## config.mk

```make
export PLATFORM = sky130hd
export DESIGN_NAME = bfh_hash
export DESIGN_NICKNAME = d
export VERILOG_FILES = /design/src/hw/rtl/bfh_pkg.sv /design/src/hw/rtl/bfh_hash.sv
export SDC_FILE = /design/constraint.sdc
export NUM_CORES = 2
export LEC_CHECK = 0
export ABC_AREA = 1
export BUFFER_PORTS_ARGS = -buffer_cell sky130_fd_sc_hd__buf_2
export CAP_MARGIN = 40
export CORE_MARGIN = 3
export CORE_UTILIZATION = 55
export DETAILED_ROUTE_END_ITERATION = 10
export GPL_TIMING_DRIVEN = 0
export HOLD_SLACK_MARGIN = 0.15
export MAX_ROUTING_LAYER = met4
export PLACE_DENSITY_LB_ADDON = 0.2
export SLEW_MARGIN = 10
export SYNTH_ARGS = -nofsm -noshare
export SYNTH_HDL_FRONTEND = slang
export SYNTH_SLANG_ARGS = --single-unit
```

## constraint.sdc

```tcl
create_clock -name clk -period 17.5 [get_ports clk]
set_input_delay 0.875 -clock clk [delete_from_list [all_inputs] [get_ports clk]]
set_output_delay 0.875 -clock clk [all_outputs]
set_load 0.005 [all_outputs]
```

## src/hw/rtl/bfh_pkg.sv

```systemverilog
// Package for the bloom filter hash/insert/probe block.
// Sizes, hash constants, shared types and small helper functions.
// No dependencies.
package bfh_pkg;

	localparam int FILTER_BITS = 65536;
	localparam int BIT_W       = $clog2(FILTER_BITS);
	localparam int STORE_BYTES = (FILTER_BITS + 7) / 8;
	localparam int ADDR_W      = (STORE_BYTES > 1) ? $clog2(STORE_BYTES) : 1;
	localparam int LOG2_W      = 5;
	localparam int CNT_W       = 32;
	localparam int HASH_W      = 32;

	localparam logic [LOG2_W-1:0] LOG2_RESET = LOG2_W'(16);
	localparam int                LOG2_MIN   = 3;

	localparam logic [HASH_W-1:0] MUR_C1   = 32'hcc9e2d51;
	localparam logic [HASH_W-1:0] MUR_C2   = 32'h1b873593;
	localparam logic [HASH_W-1:0] MUR_SEED = 32'h9747b28c;
	localparam logic [HASH_W-1:0] FMIX_C1  = 32'h85ebca6b;
	localparam logic [HASH_W-1:0] FMIX_C2  = 32'hc2b2ae35;

	localparam logic [CNT_W-1:0] CNT_MAX = '1;

	typedef enum logic [2:0] {
		ST_CLEAR,
		ST_IDLE,
		ST_HASH,
		ST_RD2,
		ST_UPD,
		ST_PUT
	} state_t;

	typedef struct packed {
		logic probe;
		logic start_batch;
	} item_t;

	typedef struct packed {
		logic [HASH_W-1:0] hash;
		logic              may_match;
		logic [CNT_W-1:0]  match_count;
	} res_t;

	// bit index mask: sizes below the minimum act as the minimum,
	// sizes beyond the store are cut off by the mask width itself
	function automatic logic [BIT_W-1:0] idx_mask(input logic [LOG2_W-1:0] lg);
		logic [BIT_W-1:0] m;
		for (int i = 0; i < BIT_W; i++) begin
			m[i] = (i < LOG2_MIN) || (LOG2_W'(i) < lg);
		end
		return m;
	endfunction

	function automatic logic [ADDR_W-1:0] byte_addr(input logic [BIT_W-1:0] b);
		return ADDR_W'(b >> 3);
	endfunction

endpackage

```

## src/hw/rtl/bfh_hash.sv

```systemverilog
// Four-stage key hash pipeline: murmur3 key mix followed by fmix32.
// One register after each 32x32 multiply. Depends on bfh_pkg.
module bfh_hash
	import bfh_pkg::*;
(
	input  logic              clk,
	input  logic              arst_n,
	input  logic              in_valid,
	input  logic [HASH_W-1:0] in_key,
	output logic              hash_valid,
	output logic [HASH_W-1:0] hash
);

	logic              v_s1, v_s2, v_s3, v_s4;
	logic [HASH_W-1:0] p_s1, p_s2, p_s3, p_s4;
	logic [HASH_W-1:0] rot;
	logic [HASH_W-1:0] x1, x2;
	logic [HASH_W-1:0] y;

	always_ff @(posedge clk or negedge arst_n) begin
		if (!arst_n) begin
			v_s1 <= 1'b0;
			v_s2 <= 1'b0;
			v_s3 <= 1'b0;
			v_s4 <= 1'b0;
		end else begin
			v_s1 <= in_valid;
			v_s2 <= v_s1;
			v_s3 <= v_s2;
			v_s4 <= v_s3;
		end
	end

	always_comb begin
		rot = {p_s1[HASH_W-16:0], p_s1[HASH_W-1:HASH_W-15]};
		x1  = p_s2 ^ MUR_SEED;
		x2  = x1 ^ (x1 >> 16);
		y   = p_s3 ^ (p_s3 >> 13);
	end

	always_ff @(posedge clk) begin
		if (in_valid) begin
			p_s1 <= in_key * MUR_C1;
		end
		if (v_s1) begin
			p_s2 <= rot * MUR_C2;
		end
		if (v_s2) begin
			p_s3 <= x2 * FMIX_C1;
		end
		if (v_s3) begin
			p_s4 <= y * FMIX_C2;
		end
	end

	assign hash_valid = v_s4;
	assign hash       = p_s4 ^ (p_s4 >> 16);

endmodule

```

=== After elaboration in Yosys (flattened, before gate mapping) ===
Cells that the tools add are included.

* Word-level logic and storage cells: 16
* Input bits: 35
* Output and inout port bits: 33
* Bits in registers: 132

* Multipliers: 4
* Bitwise gates (word level): 4

{| class="wikitable"
|+ Operator list
! kind !! number
|-
| $mul 32x31->32 const B || 2
|-
| $xor 32x16->32 || 2
|-
| $mul 32x29->32 const B || 1
|-
| $mul 32x32->32 const B || 1
|-
| $xor 32x19->32 || 1
|-
| $not 16->16 || 1
|}

=== Logic depth before layout (Yosys ltp) ===
* Word-level depth: 3
* Depth in mapped cells: 35
* Depth with buffers taken out: 35

=== Least setup slack after synthesis ===
OpenSTA, ideal clock, no wires.

* Path type: register -> register
* From: register p_s2[16]
* To: register p_s3[27] (data pin)
* Data arrival time: 6.138 ns
* Period minus slack after synthesis: 6.390 ns
* Slack: 11.110 ns
* Stages on the path, launching flop included: 28
* Setup time: 0.252 ns
* Path through: edfxtp_1 xnor2_2 inv_1 nor2_1 nor2_1 ha_1 or2_2 ha_1 inv_1 fa_1 inv_1 ha_1 fa_1 inv_1 fa_1 inv_1 fa_1 fa_1 ha_1 nand2_1 nor2_1 and3_1 nand4_1 nand3_1 a21o_1 nand2_1 nand3_1 nand2_1

* Word-level cells in the longest chain between the ends: 3

{| class="wikitable"
|+ RTL lines
! item !! RTL line !! source
|-
| start, declared || bfh_hash.sv:15 || <nowiki>logic [HASH_W-1:0] p_s1, p_s2, p_s3, p_s4;</nowiki>
|-
| start signal, assigned || bfh_hash.sv:46 || <nowiki>p_s2 <= rot * MUR_C2;</nowiki>
|-
| $not 16->16 (no source line) || n/a ||
|-
| $xor 32x16->32 || bfh_hash.sv:37 || <nowiki>x2 = x1 ^ (x1 >> 16);</nowiki>
|-
| named net x2[0] || bfh_hash.sv:17 || <nowiki>logic [HASH_W-1:0] x1, x2;</nowiki>
|-
| $mul 32x32->32 || bfh_hash.sv:49 || <nowiki>p_s3 <= x2 * FMIX_C1;</nowiki>
|-
| end signal, assigned || bfh_hash.sv:49 ||
|-
| end, declared || bfh_hash.sv:15 ||
|}

The timed path passes the listed nets, and every way through them passes these cells.
A chain may end at the register's enable or synchronous reset.

=== Worst setup path in the final report ===
* From: register p_s3[20]
* To: register p_s4[31] (data pin)

* Word-level cells in the longest chain between the ends: 2

{| class="wikitable"
|+ RTL lines
! item !! RTL line !! source
|-
| $xor 32x19->32 || bfh_hash.sv:38 || <nowiki>y = p_s3 ^ (p_s3 >> 13);</nowiki>
|-
| $mul 32x31->32 || bfh_hash.sv:52 || <nowiki>p_s4 <= y * FMIX_C2;</nowiki>
|-
| end signal, assigned || bfh_hash.sv:52 ||
|-
| end, declared || bfh_hash.sv:15 ||
|}

No other way between the ends.

==> flow_summary_export.csv <==
group,metric,value,unit
status,status,"finished, final reports clean",
clock_network,postCtsSetupBuffers,0,
drt,wl_per_cell,18.3,um
sta,period_needed,7590,ps
sta,hold_violations,0,
yosys,netlist_top_cells_count,"inv_1, ha_1, fa_1, nand2_1, xor2_1",
sta,fin_worst_skew,13.6,ps
floorplan,initial_core_util,0.560,
place,place_congestion,1.01,
floorplan,pin_count,68,
yosys,synth_nets,5680,
critical_path,rrSetupSlack,9910,ps
drt,vias,26500,
sta,setup_violations,0,
critical_path,cp-start-kind,"register",
drt,wirelength,95500,um
yosys,yosys_warnings,0,
clock_network,cts_tree,"built",
layout,final_util,0.592,
clock_network,clockBufferDepth,2,
critical_path,r2r-start,"p_s3[20]$_DFFE_PP_",
critical_path,cp.arrival,7760,ps
critical_path,r2r-end,"p_s4[31]$_DFFE_PP_",
hold_path,hp-class,"primary input to async pin",
run,cap_violations,0,
clock_network,cts.sink_count,132,
clock_network,clock-root-buffer,"clkbuf_16",
drt,vias_per_cell,5.09,
critical_path,r2r_cells,24,
sta,whs,266,ps
layout,syn_to_final_growth,5.68,%
yosys,ys_types,49,
critical_path,critical_path_required,17670,ps
yosys,synth_top_cell_area_share,0.368,
layout,drive_gt1_frac,0.0405,
clock_network,htree_num_levels,4,
drt,dr.pass1.iters,6,
sta,setup-tns-final,0,ps
place,hpwl,86800,um
sta,worst_pin_slew,893,ps
floorplan,fp.dieH,274,um
critical_path,cp-end-kind,"register",
yosys,synth_area,39500,um^2
critical_path,crit_chain,"or2_2 > nand2_1 > inv_1 > ha_1 > inv_1 > fa_1 > inv_1 > ha_1 > fa_1 > inv_1 > fa_1 > fa_1 > fa_1 > fa_1 > inv_1 > ha_1 > nand2_1 > nor3_1 > nand3_1 > or2_0 > nand3_1 > inv_1 > nand2_1 > nand2_1",
floorplan,core,70600,um^2
critical_path,critical_path_class,"register to register",
clock_network,cts-buffers-inserted,17,
clock_network,clkSlewWorstSetupHoldPaths,60,ps
yosys,ys_seq_elements,132,
sta,rsz0062_at_grt,"no",
sta,slew_violations,0,
drt,drt_iter0_markers,1626,
critical_path,crit_slowest_cell,"fa_1",
global_routing,grt-ovfl-total,0,
yosys,synth_cells,4166,
global_routing,first_global_vias,28200,
drt,detail-route-antenna-nets,0,
layout,fin_nets,5775,
clock_network,post_cts_resized,0,
yosys,synth.area.top_cells,"fa_1, ha_1, inv_1",
yosys,async_flop_share,0.0303,
floorplan,rows,97,
sta,fmax,132,MHz
global_routing,grt_pass1_wl,154000,um
yosys,synth_area_leader_cell,"fa_1",
clock_network,clk_latency,450,ps
global_routing,grt_use_total,0.276,
floorplan,die_x,274,um
yosys,synth.most_common_cell,"inv_1",
global_routing,grt_max_degree,34,
sta,period_share,0.434,
floorplan,dieArea,75200,um^2
global_routing,antenna_found_initial,0,
yosys,ys_seq_area_frac,0.0997,
layout,diodes,0,
yosys,synth_flop_cell,"edfxtp_1",
critical_path,slowest_delay,630,ps
layout,fill_cells,6324,
critical_path,crit_fanout,7,
place,dpl_cell_area,41200,um^2
sta,timing.slew.headroom,0.401,
drt,drc,0,
clock_network,holdBufCountCts,0,
yosys,avgSynthCellArea,9.49,um^2
yosys,synth-edff-count,128,
place,port_buffers,67,
layout,stdcell_area,41800,um^2
## registers in the layout, indices dropped and copies added, names as in the netlist
name,count
p_s3,32
v_s1,1
p_s4,32
v_s2,1
v_s3,1
hash_valid,1
p_s1,32
p_s2,32
## metal layers
layer / share of wire / global-route usage
met1: 0.43 / 0.362
met2: 0.50 / 0.465
met3: 0.048 / 0.0333
met4: 0.022 / 0.0583
met5: 0 / -
## worst max-delay path by stage
| stage | cells past startpoint | to | start |
|---|---|---|---|
| 2_1_floorplan | 27 | p_s3[27]$_DFFE_PP_ | p_s2[16]$_DFFE_PP_ |
| 3_5_place_dp | 24 | p_s4[31]$_DFFE_PP_ | p_s3[20]$_DFFE_PP_ |
| 4_1_cts | 24 | p_s4[31]$_DFFE_PP_ | p_s3[20]$_DFFE_PP_ |
| 5_1_grt | 24 | p_s4[31]$_DFFE_PP_ | p_s3[20]$_DFFE_PP_ |
| 3_3_place_gp | 27 | p_s3[27]$_DFFE_PP_ | p_s2[16]$_DFFE_PP_ |
| 6_report | 24 | p_s4[31]$_DFFE_PP_ | p_s3[20]$_DFFE_PP_ |
## metrics by stage
| step | std cells | worst slack (ps) |
|---|---|---|
| floorplan | 4166 | 11110 |
| global placement | 5173 | 9680 |
| detailed placement | 5182 | 9910 |
| CTS | 5214 | 9890 |
| global route | 5214 | 9630 |
| finish | 5214 | 9910 |
## critical path, delay by kind of cell (launching register included)
family                   cells  cell delay (ps)
buffers and inverters        6              530
flip-flops                   1              580
adder cells (fa/ha/maj)      9             4270
AND/OR/NAND/NOR              9             1900
## area by class of cell
cell class / instances / area (um^2) / share of cell area
Clock buffer: 17 / 425 / 0.0102
Clock inverter: 15 / 181 / 0.00434
Multi-Input combinational cell: 2636 / 30300 / 0.725
Buffer: 16 / 120 / 0.00287
Sequential cell: 132 / 3950 / 0.0944
Tap cell: 940 / 1180 / 0.0281
Timing Repair Buffer: 76 / 447 / 0.0107
Inverter: 1382 / 5190 / 0.124
## layout by cell type, fill, tap and decap left out, types with 7 or more instances in the layout
master,count
a21o_1,18
a21oi_1,103
a31oi_1,8
buf_2,67
buf_4,22
clkbuf_16,17
edfxtp_1,128
fa_1,726
ha_1,753
inv_1,1373
inv_2,8
nand2_1,423
nand2_2,7
nand3_1,88
nand3b_1,16
nand4_1,20
nor2_1,109
nor3_1,13
o21ai_0,38
o21ai_1,17
o21ai_2,8
o21bai_1,13
xnor2_1,82
xor2_1,132
## cells by family after synthesis
family,share of synthesized area
adder cells (fa/ha/maj),0.606
AO/OA/AOI/OAI,0.0373
XOR/XNOR,0.0487
buffers and inverters,0.134
flip-flops,0.0997
AND/OR/NAND/NOR,0.0743
Power is left out: the tool's default activity adds up to more than one toggle a clock period on the data nets, which glitch-free logic cannot reach.
